## src/sdsh_pkg.sv

```systemverilog
// ----------------------------------------------------------------------------
// sdsh_pkg: shared types and constants for the SD SPI host sequencer
// Holds the input/result payload types, opcode and phase codes, error codes.
// ----------------------------------------------------------------------------
package sdsh_pkg;

	localparam int BLOCK_BYTES_DEF = 512;
	localparam int FIFO_DEPTH      = 2;

	typedef enum logic [1:0] {
		OP_INIT = 2'd0,
		OP_READ = 2'd1,
		OP_BYTE = 2'd2,
		OP_TICK = 2'd3
	} opcode_t;

	typedef enum logic [3:0] {
		PH_IDLE, PH_PRE, PH_BUSY, PH_FRAME, PH_RESP, PH_R7, PH_OCR,
		PH_GAP, PH_TOKEN, PH_DATA, PH_CRC, PH_RELEASE
	} phase_t;

	localparam logic [3:0] ERR_NONE     = 4'd0;
	localparam logic [3:0] ERR_IDLE     = 4'd1;
	localparam logic [3:0] ERR_PATTERN  = 4'd2;
	localparam logic [3:0] ERR_IFCOND   = 4'd3;
	localparam logic [3:0] ERR_OPCOND   = 4'd4;
	localparam logic [3:0] ERR_OPC_TO   = 4'd5;
	localparam logic [3:0] ERR_OCR      = 4'd6;
	localparam logic [3:0] ERR_BLKLEN   = 4'd7;
	localparam logic [3:0] ERR_READCMD  = 4'd8;
	localparam logic [3:0] ERR_TOKEN    = 4'd9;
	localparam logic [3:0] ERR_NOTREADY = 4'd10;

	localparam logic [1:0] ST_IDLE = 2'd0;
	localparam logic [1:0] ST_BUSY = 2'd1;
	localparam logic [1:0] ST_OK   = 2'd2;
	localparam logic [1:0] ST_FAIL = 2'd3;

	localparam logic [2:0] REG_INIT_TO  = 3'd0;
	localparam logic [2:0] REG_TOKEN_TO = 3'd1;
	localparam logic [2:0] REG_BUSY_TO  = 3'd2;
	localparam logic [2:0] REG_ATTEMPTS = 3'd3;
	localparam logic [2:0] REG_POLLS    = 3'd4;
	localparam logic [2:0] REG_GAP      = 3'd5;
	localparam logic [2:0] REG_PREAMBLE = 3'd6;

	// SD command indexes
	localparam logic [5:0] CMD_GO_IDLE    = 6'd0;
	localparam logic [5:0] CMD_IF_COND    = 6'd8;
	localparam logic [5:0] CMD_BLOCKLEN   = 6'd16;
	localparam logic [5:0] CMD_READ_BLOCK = 6'd17;
	localparam logic [5:0] CMD_OP_COND    = 6'd41;
	localparam logic [5:0] CMD_APP        = 6'd55;
	localparam logic [5:0] CMD_READ_OCR   = 6'd58;

	// Card types
	localparam logic [1:0] CT_NONE  = 2'd0;
	localparam logic [1:0] CT_V1    = 2'd1;
	localparam logic [1:0] CT_V2_SC = 2'd2;
	localparam logic [1:0] CT_V2_HC = 2'd3;

	typedef struct packed {
		logic [1:0]  opcode;
		logic [7:0]  miso_byte;
		logic [31:0] block_address;
		logic [15:0] block_count;
	} in_item_t;

	typedef struct packed {
		logic [7:0] mosi_byte;
		logic       exchange_valid;
		logic       select_level;
		logic       fast_clock;
		logic [7:0] data_byte;
		logic       data_valid;
		logic       data_last;
		logic [1:0] status;
		logic [3:0] error_code;
		logic [1:0] card_type;
		logic       card_ready;
	} out_item_t;

	// Configuration registers as seen by the sequencer
	typedef struct packed {
		logic [15:0] init_to;
		logic [15:0] token_to;
		logic [15:0] busy_to;
		logic [3:0]  attempts;
		logic [7:0]  polls;
		logic [7:0]  gap;
		logic [7:0]  preamble;
	} cfg_t;

	// Classified item handed from front to back
	typedef struct packed {
		logic       is_init;
		logic       is_read;
		logic       is_byte;
		logic       is_tick;
		logic [7:0] miso;
		logic [31:0] addr;
		logic [15:0] count;
	} cmd_t;

endpackage

```

## src/sdsh_fifo.sv

```systemverilog
// ----------------------------------------------------------------------------
// sdsh_fifo: small synchronous queue
// Register-based FIFO used between front and back and on the result side.
// ----------------------------------------------------------------------------
module sdsh_fifo #(
	parameter int WIDTH = 8,
	parameter int DEPTH = sdsh_pkg::FIFO_DEPTH
) (
	input  logic             clk,
	input  logic             arst_n,
	input  logic             wr_en,
	input  logic [WIDTH-1:0] wr_data,
	output logic             full,
	input  logic             rd_en,
	output logic [WIDTH-1:0] rd_data,
	output logic             empty
);
	localparam int AW = (DEPTH > 1) ? $clog2(DEPTH) : 1;

	logic [WIDTH-1:0] mem_q [DEPTH];
	logic [AW-1:0]    wp_q, rp_q;
	logic [AW:0]      cnt_q;
	logic             do_wr, do_rd;

	assign full    = (cnt_q == (AW+1)'(DEPTH));
	assign empty   = (cnt_q == '0);
	assign do_wr   = wr_en && !full;
	assign do_rd   = rd_en && !empty;
	assign rd_data = mem_q[rp_q];

	// Store entry
	always_ff @(posedge clk) begin
		if (do_wr) begin
			mem_q[wp_q] <= wr_data;
		end
	end

	// Advance pointers
	always_ff @(posedge clk or negedge arst_n) begin
		if (!arst_n) begin
			wp_q  <= '0;
			rp_q  <= '0;
			cnt_q <= '0;
		end else begin
			if (do_wr) begin
				wp_q <= (wp_q == AW'(DEPTH-1)) ? '0 : wp_q + 1'b1;
			end
			if (do_rd) begin
				rp_q <= (rp_q == AW'(DEPTH-1)) ? '0 : rp_q + 1'b1;
			end
			cnt_q <= cnt_q + (AW+1)'(do_wr) - (AW+1)'(do_rd);
		end
	end

`ifndef ASSERT_OFF
	a_no_overflow: assert property (@(posedge clk) disable iff (!arst_n)
		full |=> !(cnt_q > (AW+1)'(DEPTH))) else $error("fifo overflow");
	a_cnt_track: assert property (@(posedge clk) disable iff (!arst_n)
		(do_wr && !do_rd) |=> (cnt_q == $past(cnt_q) + 1'b1))
		else $error("fifo count mismatch");
	a_empty_read: assert property (@(posedge clk) disable iff (!arst_n)
		empty |=> (cnt_q <= (AW+1)'(1))) else $error("fifo read from empty");
`endif
endmodule

```

## src/sdsh_front.sv

```systemverilog
// ----------------------------------------------------------------------------
// sdsh_front: input classification
// Decodes the opcode of each accepted item into a command record.
// ----------------------------------------------------------------------------
module sdsh_front (
	input  sdsh_pkg::in_item_t item,
	output sdsh_pkg::cmd_t     cmd
);
	// Classify opcode
	always_comb begin
		cmd         = '0;
		cmd.miso    = item.miso_byte;
		cmd.addr    = item.block_address;
		cmd.count   = item.block_count;
		case (sdsh_pkg::opcode_t'(item.opcode))
			sdsh_pkg::OP_INIT: cmd.is_init = 1'b1;
			sdsh_pkg::OP_READ: cmd.is_read = 1'b1;
			sdsh_pkg::OP_BYTE: cmd.is_byte = 1'b1;
			sdsh_pkg::OP_TICK: cmd.is_tick = 1'b1;
			default:           cmd.is_tick = 1'b0;
		endcase
	end
endmodule

```

## src/sdsh_back.sv

```systemverilog
// ----------------------------------------------------------------------------
// sdsh_back: card sequencer
// Runs init and block read phases, one queued command per cycle when go is set.
// ----------------------------------------------------------------------------
module sdsh_back #(
	parameter int BLOCK_BYTES = sdsh_pkg::BLOCK_BYTES_DEF
) (
	input  logic                clk,
	input  logic                arst_n,
	input  sdsh_pkg::cfg_t      cfg,
	input  logic                go,
	input  sdsh_pkg::cmd_t      cmd,
	output sdsh_pkg::out_item_t res
);
	localparam int BCW = $clog2(BLOCK_BYTES) + 1;

	sdsh_pkg::phase_t phase_q, phase_d;
	logic [2:0]  fidx_q, fidx_d;
	logic [5:0]  cidx_q, cidx_d;
	logic [31:0] carg_q, carg_d;
	logic [7:0]  poll_q, poll_d;
	logic [3:0]  retry_q, retry_d;
	logic [15:0] tmo_q, tmo_d, busy_q, busy_d;
	logic [1:0]  trl_q, trl_d;
	logic        v2_q, v2_d, hc_q, hc_d, rdy_q, rdy_d, cs_q, cs_d, fast_q, fast_d;
	logic        init_q, init_d;
	logic [1:0]  type_q, type_d, outc_q, outc_d;
	logic [3:0]  err_q, err_d;
	logic [31:0] blk_q, blk_d;
	logic [15:0] left_q, left_d;
	logic [BCW-1:0] bcnt_q, bcnt_d;
	logic [7:0]  mosi, dbyte;
	logic        xv, dv, dlast;

	function automatic logic [7:0] frame_byte(input logic [2:0] k, input logic [5:0] ci,
			input logic [31:0] a);
		logic [7:0] r;
		case (k)
			3'd0: r = {2'b01, ci};
			3'd1: r = a[31:24];
			3'd2: r = a[23:16];
			3'd3: r = a[15:8];
			3'd4: r = a[7:0];
			default: r = (ci == sdsh_pkg::CMD_GO_IDLE) ? 8'h95 :
				((ci == sdsh_pkg::CMD_IF_COND) ? 8'h87 : 8'h01);
		endcase
		return r;
	endfunction

	// Next state: one model step per command
	always_comb begin
		logic [7:0]  r;
		logic        done;
		logic [5:0]  ni;
		logic [31:0] na;
		logic        issue, rel, opc;
		logic [3:0]  re;
		phase_d = phase_q; fidx_d = fidx_q; cidx_d = cidx_q; carg_d = carg_q;
		poll_d = poll_q; retry_d = retry_q; tmo_d = tmo_q; busy_d = busy_q;
		trl_d = trl_q; v2_d = v2_q; hc_d = hc_q; rdy_d = rdy_q; cs_d = cs_q;
		fast_d = fast_q; init_d = init_q; type_d = type_q; outc_d = outc_q;
		err_d = err_q; blk_d = blk_q; left_d = left_q; bcnt_d = bcnt_q;
		mosi = 8'hFF; xv = 1'b0; dbyte = 8'h00; dv = 1'b0; dlast = 1'b0;
		r = 8'hFF; done = 1'b0; ni = '0; na = '0; issue = 1'b0; rel = 1'b0;
		opc = 1'b0; re = sdsh_pkg::ERR_NONE;
		if (go) begin
			if (cmd.is_init && phase_q == sdsh_pkg::PH_IDLE) begin
				init_d = 1'b1; err_d = sdsh_pkg::ERR_NONE; rdy_d = 1'b0;
				type_d = sdsh_pkg::CT_NONE;
				fast_d = 1'b0; v2_d = 1'b0; hc_d = 1'b0;
				if (cfg.preamble == 8'd0) begin
					cs_d = 1'b0; retry_d = cfg.attempts;
					if (cfg.attempts == 4'd0) begin rel = 1'b1; re = sdsh_pkg::ERR_IDLE; end
					else begin issue = 1'b1; ni = sdsh_pkg::CMD_GO_IDLE; na = '0; end
				end else begin
					cs_d = 1'b1; phase_d = sdsh_pkg::PH_PRE;
					bcnt_d = BCW'(cfg.preamble); xv = 1'b1;
				end
			end else if (cmd.is_read && phase_q == sdsh_pkg::PH_IDLE) begin
				if (!rdy_q) begin
					outc_d = sdsh_pkg::ST_FAIL; err_d = sdsh_pkg::ERR_NOTREADY;
				end else begin
					init_d = 1'b0; err_d = sdsh_pkg::ERR_NONE; cs_d = 1'b0;
					blk_d = cmd.addr; left_d = cmd.count;
					if (cmd.count == 16'd0) begin rel = 1'b1; end
					else begin
						issue = 1'b1; ni = sdsh_pkg::CMD_READ_BLOCK;
						na = (type_q == sdsh_pkg::CT_V2_HC) ? cmd.addr :
							cmd.addr * 32'(BLOCK_BYTES);
					end
				end
			end else if (cmd.is_tick) begin
				if (tmo_q != 0) tmo_d = tmo_q - 1'b1;
				if (busy_q != 0) busy_d = busy_q - 1'b1;
				if (phase_q == sdsh_pkg::PH_GAP) begin
					if (poll_q != 0) poll_d = poll_q - 1'b1;
					if (poll_q <= 8'd1) begin
						if (tmo_d == 0) begin rel = 1'b1; re = sdsh_pkg::ERR_OPC_TO; end
						else begin issue = 1'b1; ni = sdsh_pkg::CMD_APP; end
					end
				end
			end else if (cmd.is_byte) begin
				case (phase_q)
					sdsh_pkg::PH_PRE: begin
						bcnt_d = bcnt_q - 1'b1;
						if (bcnt_d != 0) xv = 1'b1;
						else begin
							cs_d = 1'b0; retry_d = cfg.attempts;
							if (cfg.attempts == 4'd0) begin
								rel = 1'b1; re = sdsh_pkg::ERR_IDLE;
							end else begin issue = 1'b1; ni = sdsh_pkg::CMD_GO_IDLE; end
						end
					end
					sdsh_pkg::PH_BUSY: begin
						if (cmd.miso == 8'hFF) begin
							phase_d = sdsh_pkg::PH_FRAME; fidx_d = 3'd0; xv = 1'b1;
							mosi = frame_byte(3'd0, cidx_q, carg_q);
						end else if (busy_q == 0) begin done = 1'b1; r = 8'hFF; end
						else xv = 1'b1;
					end
					sdsh_pkg::PH_FRAME: begin
						if (fidx_q < 3'd5) begin
							fidx_d = fidx_q + 1'b1; xv = 1'b1;
							mosi = frame_byte(fidx_d, cidx_q, carg_q);
						end else begin
							fidx_d = 3'd0;
							if (cfg.polls == 8'd0) begin done = 1'b1; r = 8'hFF; end
							else begin
								phase_d = sdsh_pkg::PH_RESP; poll_d = cfg.polls; xv = 1'b1;
							end
						end
					end
					sdsh_pkg::PH_RESP: begin
						if (!cmd.miso[7]) begin done = 1'b1; r = cmd.miso; end
						else begin
							poll_d = poll_q - 1'b1;
							if (poll_d == 0) begin done = 1'b1; r = 8'hFF; end
							else xv = 1'b1;
						end
					end
					sdsh_pkg::PH_R7: begin
						if (trl_q == 2'd2) v2_d = (cmd.miso == 8'h01);
						if (trl_q == 2'd3) begin
							if (v2_q && cmd.miso == 8'hAA) opc = 1'b1;
							else begin v2_d = 1'b0; rel = 1'b1; re = sdsh_pkg::ERR_PATTERN; end
						end else begin trl_d = trl_q + 1'b1; xv = 1'b1; end
					end
					sdsh_pkg::PH_OCR: begin
						if (trl_q == 2'd0) hc_d = cmd.miso[6];
						if (trl_q == 2'd3) begin
							type_d = hc_q ? sdsh_pkg::CT_V2_HC : sdsh_pkg::CT_V2_SC;
							if (hc_q) rel = 1'b1;
							else begin
								issue = 1'b1; ni = sdsh_pkg::CMD_BLOCKLEN;
								na = 32'(BLOCK_BYTES);
							end
						end else begin trl_d = trl_q + 1'b1; xv = 1'b1; end
					end
					sdsh_pkg::PH_TOKEN: begin
						if (cmd.miso == 8'hFF && tmo_q != 0) xv = 1'b1;
						else if (cmd.miso == 8'hFE) begin
							phase_d = sdsh_pkg::PH_DATA; bcnt_d = '0; xv = 1'b1;
						end else begin rel = 1'b1; re = sdsh_pkg::ERR_TOKEN; end
					end
					sdsh_pkg::PH_DATA: begin
						dbyte = cmd.miso; dv = 1'b1;
						dlast = (left_q == 16'd1) && (bcnt_q == BCW'(BLOCK_BYTES-1));
						bcnt_d = bcnt_q + 1'b1;
						if (bcnt_q == BCW'(BLOCK_BYTES-1)) begin
							phase_d = sdsh_pkg::PH_CRC; trl_d = 2'd0; bcnt_d = '0;
						end
						xv = 1'b1;
					end
					sdsh_pkg::PH_CRC: begin
						if (trl_q == 2'd0) begin trl_d = 2'd1; xv = 1'b1; end
						else begin
							trl_d = 2'd0; left_d = left_q - 1'b1; blk_d = blk_q + 1'b1;
							if (left_d == 0) rel = 1'b1;
							else begin
								issue = 1'b1; ni = sdsh_pkg::CMD_READ_BLOCK;
								na = (type_q == sdsh_pkg::CT_V2_HC) ? blk_d :
									blk_d * 32'(BLOCK_BYTES);
							end
						end
					end
					sdsh_pkg::PH_RELEASE: begin
						phase_d = sdsh_pkg::PH_IDLE;
						outc_d = (err_q != 0) ? sdsh_pkg::ST_FAIL : sdsh_pkg::ST_OK;
						if (init_q && err_q == 0) begin fast_d = 1'b1; rdy_d = 1'b1; end
						if (!init_q && err_q != 0) rdy_d = 1'b0;
					end
					default: ;
				endcase
			end
			// Resolve the R1 answer of a finished command
			if (done) begin
				case (cidx_q)
					sdsh_pkg::CMD_GO_IDLE: begin
						if (r == 8'h01) begin
							issue = 1'b1; ni = sdsh_pkg::CMD_IF_COND; na = 32'h1AA;
						end else begin
							retry_d = retry_q - 1'b1;
							if (retry_d != 0) begin issue = 1'b1; ni = sdsh_pkg::CMD_GO_IDLE; end
							else begin rel = 1'b1; re = sdsh_pkg::ERR_IDLE; end
						end
					end
					sdsh_pkg::CMD_IF_COND: begin
						if (r == 8'h01) begin
							phase_d = sdsh_pkg::PH_R7; trl_d = 2'd0; xv = 1'b1;
						end else if (r[2]) begin v2_d = 1'b0; opc = 1'b1; end
						else begin rel = 1'b1; re = sdsh_pkg::ERR_IFCOND; end
					end
					sdsh_pkg::CMD_APP: begin
						if (r > 8'h01) begin rel = 1'b1; re = sdsh_pkg::ERR_OPCOND; end
						else begin
							issue = 1'b1; ni = sdsh_pkg::CMD_OP_COND;
							na = v2_q ? 32'h40000000 : '0;
						end
					end
					sdsh_pkg::CMD_OP_COND: begin
						if (r == 8'h00) begin
							issue = 1'b1;
							if (v2_q) ni = sdsh_pkg::CMD_READ_OCR;
							else begin
								type_d = sdsh_pkg::CT_V1; ni = sdsh_pkg::CMD_BLOCKLEN;
								na = 32'(BLOCK_BYTES);
							end
						end else if (r > 8'h01) begin rel = 1'b1; re = sdsh_pkg::ERR_OPCOND; end
						else begin
							phase_d = sdsh_pkg::PH_GAP; poll_d = cfg.gap;
							if (cfg.gap == 8'd0) begin
								if (tmo_q == 0) begin rel = 1'b1; re = sdsh_pkg::ERR_OPC_TO; end
								else begin issue = 1'b1; ni = sdsh_pkg::CMD_APP; end
							end
						end
					end
					sdsh_pkg::CMD_READ_OCR: begin
						if (r != 0) begin rel = 1'b1; re = sdsh_pkg::ERR_OCR; end
						else begin phase_d = sdsh_pkg::PH_OCR; trl_d = 2'd0; xv = 1'b1; end
					end
					sdsh_pkg::CMD_BLOCKLEN: begin
						rel = 1'b1;
						re = (r != 0) ? sdsh_pkg::ERR_BLKLEN : sdsh_pkg::ERR_NONE;
					end
					sdsh_pkg::CMD_READ_BLOCK: begin
						if (r != 0) begin rel = 1'b1; re = sdsh_pkg::ERR_READCMD; end
						else begin
							tmo_d = cfg.token_to; phase_d = sdsh_pkg::PH_TOKEN; xv = 1'b1;
						end
					end
					default: rel = 1'b1;
				endcase
			end
			// Start the operating-condition loop
			if (opc) begin
				tmo_d = cfg.init_to; issue = 1'b1; ni = sdsh_pkg::CMD_APP; na = '0;
			end
			// Start a command
			if (issue) begin
				cidx_d = ni; carg_d = na; xv = 1'b1;
				if (ni != sdsh_pkg::CMD_GO_IDLE) begin
					phase_d = sdsh_pkg::PH_BUSY; busy_d = cfg.busy_to; mosi = 8'hFF;
				end else begin
					phase_d = sdsh_pkg::PH_FRAME; fidx_d = 3'd0;
					mosi = frame_byte(3'd0, ni, na);
				end
			end
			// Release select and end the request
			if (rel) begin
				err_d = re; cs_d = 1'b1; phase_d = sdsh_pkg::PH_RELEASE;
				xv = 1'b1; mosi = 8'hFF;
			end
		end
		res.mosi_byte      = mosi;
		res.exchange_valid = xv;
		res.select_level   = cs_d;
		res.fast_clock     = fast_d;
		res.data_byte      = dbyte;
		res.data_valid     = dv;
		res.data_last      = dlast;
		res.status         = (phase_d != sdsh_pkg::PH_IDLE) ? sdsh_pkg::ST_BUSY : outc_d;
		res.error_code     = err_d;
		res.card_type      = type_d;
		res.card_ready     = rdy_d;
	end

	// Hold sequencer state
	always_ff @(posedge clk or negedge arst_n) begin
		if (!arst_n) begin
			phase_q <= sdsh_pkg::PH_IDLE; fidx_q <= '0; cidx_q <= '0; carg_q <= '0;
			poll_q <= '0; retry_q <= '0; tmo_q <= '0; busy_q <= '0; trl_q <= '0;
			v2_q <= 1'b0; hc_q <= 1'b0; rdy_q <= 1'b0; cs_q <= 1'b1; fast_q <= 1'b0;
			init_q <= 1'b0; type_q <= sdsh_pkg::CT_NONE; outc_q <= sdsh_pkg::ST_IDLE;
			err_q <= sdsh_pkg::ERR_NONE; blk_q <= '0;
			left_q <= '0; bcnt_q <= '0;
		end else begin
			phase_q <= phase_d; fidx_q <= fidx_d; cidx_q <= cidx_d; carg_q <= carg_d;
			poll_q <= poll_d; retry_q <= retry_d; tmo_q <= tmo_d; busy_q <= busy_d;
			trl_q <= trl_d; v2_q <= v2_d; hc_q <= hc_d; rdy_q <= rdy_d; cs_q <= cs_d;
			fast_q <= fast_d; init_q <= init_d; type_q <= type_d; outc_q <= outc_d;
			err_q <= err_d; blk_q <= blk_d; left_q <= left_d; bcnt_q <= bcnt_d;
		end
	end

`ifndef ASSERT_OFF
	a_data_in_data: assert property (@(posedge clk) disable iff (!arst_n)
		(go && res.data_valid) |-> (phase_q == sdsh_pkg::PH_DATA)) else $error("stray data");
	a_ready_fast: assert property (@(posedge clk) disable iff (!arst_n)
		rdy_q |-> fast_q) else $error("ready without fast clock");
	a_frame_idx: assert property (@(posedge clk) disable iff (!arst_n)
		(phase_q == sdsh_pkg::PH_FRAME) |-> (fidx_q <= 3'd5)) else $error("frame index");
	a_release_cs: assert property (@(posedge clk) disable iff (!arst_n)
		(phase_q == sdsh_pkg::PH_RELEASE) |-> cs_q) else $error("release with select low");
`endif
endmodule

```

## src/sd_spi_host_sequencer_top.sv

```systemverilog
// ----------------------------------------------------------------------------
// sd_spi_host_sequencer_top: SD card SPI-mode host byte sequencer
// Queue-style input and result ports, plain configuration write port.
// ----------------------------------------------------------------------------
// Each accepted item yields exactly one result. An item crosses a classifier
// into a two-entry command queue, and the sequencer retires one command per
// cycle into a two-entry result queue unless that queue is full, so a new
// item can be taken every cycle while nothing stalls. The item is registered
// in the command queue and its result in the result queue, from which it
// shows on the result ports until popped. Only a full result queue holds the
// sequencer back; the command queue then fills and raises full.
module sd_spi_host_sequencer_top #(
	parameter int BLOCK_BYTES = sdsh_pkg::BLOCK_BYTES_DEF
) (
	input  logic                clk,
	input  logic                arst_n,
	input  logic                push,
	output logic                full,
	input  sdsh_pkg::in_item_t  in_item,
	input  logic                pop,
	output logic                empty,
	output sdsh_pkg::out_item_t out_item,
	input  logic                cfg_we,
	input  logic [2:0]          cfg_index,
	input  logic [15:0]         cfg_data
);
	sdsh_pkg::cmd_t      cls, qcmd;
	sdsh_pkg::out_item_t res;
	sdsh_pkg::cfg_t      cfg_q;
	logic                cq_empty, rq_full, go;

	sdsh_front u_front (.item(in_item), .cmd(cls));

	sdsh_fifo #(.WIDTH($bits(sdsh_pkg::cmd_t))) u_cmdq (
		.clk, .arst_n, .wr_en(push), .wr_data(cls), .full(full),
		.rd_en(go), .rd_data(qcmd), .empty(cq_empty));

	assign go = !cq_empty && !rq_full;

	sdsh_back #(.BLOCK_BYTES(BLOCK_BYTES)) u_back (
		.clk, .arst_n, .cfg(cfg_q), .go(go), .cmd(qcmd), .res(res));

	sdsh_fifo #(.WIDTH($bits(sdsh_pkg::out_item_t))) u_resq (
		.clk, .arst_n, .wr_en(go), .wr_data(res), .full(rq_full),
		.rd_en(pop), .rd_data(out_item), .empty(empty));

	// Write configuration registers
	always_ff @(posedge clk or negedge arst_n) begin
		if (!arst_n) begin
			cfg_q.init_to  <= 16'd1000;
			cfg_q.token_to <= 16'd200;
			cfg_q.busy_to  <= 16'd500;
			cfg_q.attempts <= 4'd5;
			cfg_q.polls    <= 8'd10;
			cfg_q.gap      <= 8'd2;
			cfg_q.preamble <= 8'd10;
		end else if (cfg_we) begin
			case (cfg_index)
				sdsh_pkg::REG_INIT_TO:  cfg_q.init_to  <= cfg_data;
				sdsh_pkg::REG_TOKEN_TO: cfg_q.token_to <= cfg_data;
				sdsh_pkg::REG_BUSY_TO:  cfg_q.busy_to  <= cfg_data;
				sdsh_pkg::REG_ATTEMPTS: cfg_q.attempts <= cfg_data[3:0];
				sdsh_pkg::REG_POLLS:    cfg_q.polls    <= cfg_data[7:0];
				sdsh_pkg::REG_GAP:      cfg_q.gap      <= cfg_data[7:0];
				sdsh_pkg::REG_PREAMBLE: cfg_q.preamble <= cfg_data[7:0];
				default: ;
			endcase
		end
	end
endmodule
```

## config.mk

```make
export PLATFORM = sky130hd
export DESIGN_NAME = sd_spi_host_sequencer_top
export DESIGN_NICKNAME = d
export VERILOG_FILES = /design/src/sdsh_pkg.sv /design/src/sdsh_fifo.sv /design/src/sdsh_front.sv /design/src/sdsh_back.sv /design/src/sd_spi_host_sequencer_top.sv
export SDC_FILE = /design/constraint.sdc
export NUM_CORES = 1
export LEC_CHECK = 0
export BUFFER_PORTS_ARGS = -buffer_cell sky130_fd_sc_hd__buf_4
export CORE_UTILIZATION = 28
export DETAILED_ROUTE_END_ITERATION = 8
export PLACE_DENSITY_LB_ADDON = 0.25
export SLEW_MARGIN = 20
export SYNTH_ARGS = -nofsm -noshare
export SYNTH_HDL_FRONTEND = slang
export SYNTH_SLANG_ARGS = --single-unit
```

## constraint.sdc

```tcl
create_clock -name clk -period 3.65 [get_ports clk]
set_clock_uncertainty 0.05 [all_clocks]
set_input_delay 0.73 -clock clk [delete_from_list [all_inputs] [get_ports clk]]
set_output_delay 0.73 -clock clk [all_outputs]
set_load 0.01 [all_outputs]
```

==> metrics <==
grt total ovfl=0; Setup violations, final=0; Power Internal=13.06 mW; DR vias=~19k; reg2reg start=u_back.tmo_q[1]; number of synthesized flops with an enable pin=180; worst skew pair latency=0.60 ns; CTS tree=yes; number of DRC markers after the initial detailed-route iteration=1,508; crit path capture type=flop; Initial Utilization=28.31%; Slew Viols, Final=0; Crit Path Category=flop to flop; largest net degree at the start of global routing=78; drt drc=0; first-pass GRT wire length=116.0 mm; register bit total from synthesis=427; Sequential Power Share=about a third; critical path arrival=3.92 ns; Reg2Reg Depth=15; fin cells=3,687; Synth Flop Type=dfrtp_1; per-cell routed wire length=between 20 and 25 um; CTS Root Buffer Type=clkbuf_16; Placer Congestion=a little over 0.9; Hold/Removal Path Class=input pin to asynchronous set/reset pin; Die W=287.4 um; R2R Path End=u_resq.mem_q[0][7]; area delta synth->final=24.42%; Mapped Cells=2,318; CP Launch Type=flop; Row Count=104; Leakage=roughly 11 nW; critical-path maximum fanout=6; setup_tns=0 ns; IO buf count=between 100 and 150; htree depth=2; Longest Clk Path Bufs=3; die area=~0.083 mm^2; Via density=between 5 and 6; PD cells=748.3 mW/mm^2; Post-layout nets=2,692; RSZ-0062 raised after global routing=true; core area=0.08055 mm^2; number of global-route vias before repair=19.22k; Die Ht=287.4 um; post-synthesis net count=2,425; commonest non-fill, non-tap cell in the layout=buf_4; clock sink count=427; Net Sw Frac=38.48%; CP required=3.93 ns; Total Routing Usage GR=18.09%; Slew @ Worst Pin=0.9102 ns; synth unique cells=86; dpl hpwl=55.94 mm; antenna cells=0; clock share of power=24.1%; f_max=between 200 and 300 MHz; Post-CTS Hold Buffers=0; fraction of registers with async set/reset=57.85%; synthesized cell area=0.02280 mm^2; reg2reg setup slack=0.007 ns; commonest non-fill, non-tap cells in the layout=333 x buf_4, 306 x nand2_1, 222 x dfrtp_1, 220 x o21ai_0, 194 x nor2_1; DRT antenna net count=0; Max transition margin=39.17%; sequential share of the synthesized area=50.94%; YS warnings=0; worst vdd ir=~0.46 mV; Tmin final=3.643 ns; switching pwr=8.170 mW; Worst-path clk slew=0.06 ns; Final Cycle Share=between 90 and 100%; Combinational Power Share=about two fifths; total wire length=75.95 mm; share of cells above drive strength 1=24.82%; post-placement cell count=~3.6k; initial antenna violation count=0; TritonCTS Buffers=50; max-cap check violation count=0; io pins=114; Hold Violations, Final=0; layout filler cell count=~8.0k; status=finished clean; Synth Area per Inst=9.837 um^2; First-pass DRT Iterations=5
## what timing repair did
item	CTS	global route
pin swaps	11	6
buffers inserted	3	5
cloned	0	2
endpoints found under the setup margin	17	69
resized for setup	24	27
## how the worst max path moves through the flow
stage | from | endpoint | slack [ns]
2_1_floorplan | u_back.left_q[2] | u_resq.mem_q[0][7] | 0.05
3_5_place_dp | u_back.tmo_q[0] | u_resq.mem_q[0][7] | -0.22
5_1_grt | u_back.tmo_q[0] | u_resq.mem_q[0][24] | -0.17
4_1_cts | u_back.tmo_q[0] | u_resq.mem_q[0][7] | 0.007
3_3_place_gp | u_back.tmo_q[0] | u_resq.mem_q[0][7] | -0.20
6_report | u_back.tmo_q[1] | u_resq.mem_q[0][7] | 0.007
## layer usage
metal,global-route usage [%],routed length (um)
met1,24.48,34100
met3,2.151,3501
met2,30.04,36110
met5,0,0
met4,5.625,2242
## critical path, cell delays in order, from the launching register on
cell	delay, ns
dfrtp_1	0.37
inv_2	0.06
ha_4	0.16
buf_4	0.14
nor3b_1	0.13
buf_4	0.15
and4_4	0.19
or4_1	0.47
nand4_1	0.11
nor2_1	0.06
buf_4	0.14
a21o_1	0.17
or3_4	0.42
o32ai_4	0.31
o2111ai_2	0.20
or2_1	0.26
## power groups by stage
stage | sequential (mW) | clock, mW | combinational (mW)
floorplan | 7.18 | 0 | 5.04
global placement | 7.41 | 0 | 8.45
detailed placement | 7.45 | 0 | 8.52
CTS | 7.38 | 5.27 | 8.66
global route | 7.55 | 5.44 | 9.51
finish | 7.39 | 5.11 | 8.73
## stage by stage
stage | hold slack [ns] | power, mW | setup WS [ns] | util (%) | cell area [um^2]
floorplan | 0.3764 | 12.22 | 0.05423 | - | 22800
global placement | 0.3860 | 15.87 | -0.2049 | 32.75 | 26380
detailed placement | 0.3924 | 15.97 | -0.2171 | 32.75 | 26380
CTS | 0.08342 | 21.31 | 0.006866 | 34.99 | 28180
global route | 0.1086 | 22.50 | -0.1684 | 35.22 | 28370
finish | 0.05838 | 21.23 | 0.007420 | 35.22 | 28370
## synthesized netlist by cell type, drive strengths merged, types with 11 or more instances
master / instances / area, um^2
edfxtp: 180 / 5405
and2: 11 / 68.81
nor3: 73 / 365.4
buf: 38 / 176.4
nor2b: 11 / 68.82
xor2: 21 / 183.9
o211ai: 13 / 97.59
dfrtp: 224 / 5605
a211oi: 27 / 202.7
mux2i: 50 / 500.5
a21oi: 157 / 789.5
or3: 18 / 113.9
a32oi: 22 / 192.7
a22oi: 16 / 120.1
clkbuf: 100 / 375.4
nand3: 42 / 210.2
nor2: 198 / 743.2
or4: 11 / 86.33
nand2b: 17 / 106.4
mux2: 127 / 1430
nand4: 25 / 156.4
inv: 43 / 161.4
ha: 25 / 312.8
a31oi: 26 / 162.7
nor4: 46 / 315.3
o22ai: 21 / 131.4
nand2: 307 / 1155
and3: 23 / 148.9
xnor2: 36 / 315.3
o21ai: 230 / 1151
dfstp: 23 / 604.3
## state kept, by name, summed over array words and instances (netlist names), 2 cells and up
register,cells
u_cmdq.mem_q,120
cfg_q,76
u_resq.mem_q,60
u_back.blk_q,32
u_back.carg_q,32
u_back.busy_q,16
u_back.left_q,16
u_back.tmo_q,16
u_back.bcnt_q,10
u_back.poll_q,8
u_back.cidx_q,6
u_back.err_q,4
u_back.phase_q,4
u_back.retry_q,4
u_back.fidx_q,3
u_back.outc_q,2
u_back.trl_q,2
u_back.type_q,2
u_cmdq.cnt_q,2
u_resq.cnt_q,2
## logic make-up after synthesis
kind of cell | after synthesis | share of synthesized area (%)
fa+ha+maj | 25 | 1.372
simple gates | 834 | 17.35
flops | 427 | 50.94
compound gates | 616 | 16.54
xor+xnor | 57 | 2.189
mux | 177 | 8.467
buf+inv | 182 | 3.144
## area by class of cell
cell class              count  area, um^2  share of cell area (%)
flip-flops and latches    427       11620                   40.96
multi-input cells        1709       10720                   37.77
repair buffers            353        2870                   10.12
clock buffers              67        1406                   4.957
well taps                1060        1326                   4.675
clock inverters            27       265.3                  0.9350
inverters                  44       165.2                  0.5822
Note: power is estimated with default switching activity, not from simulation.
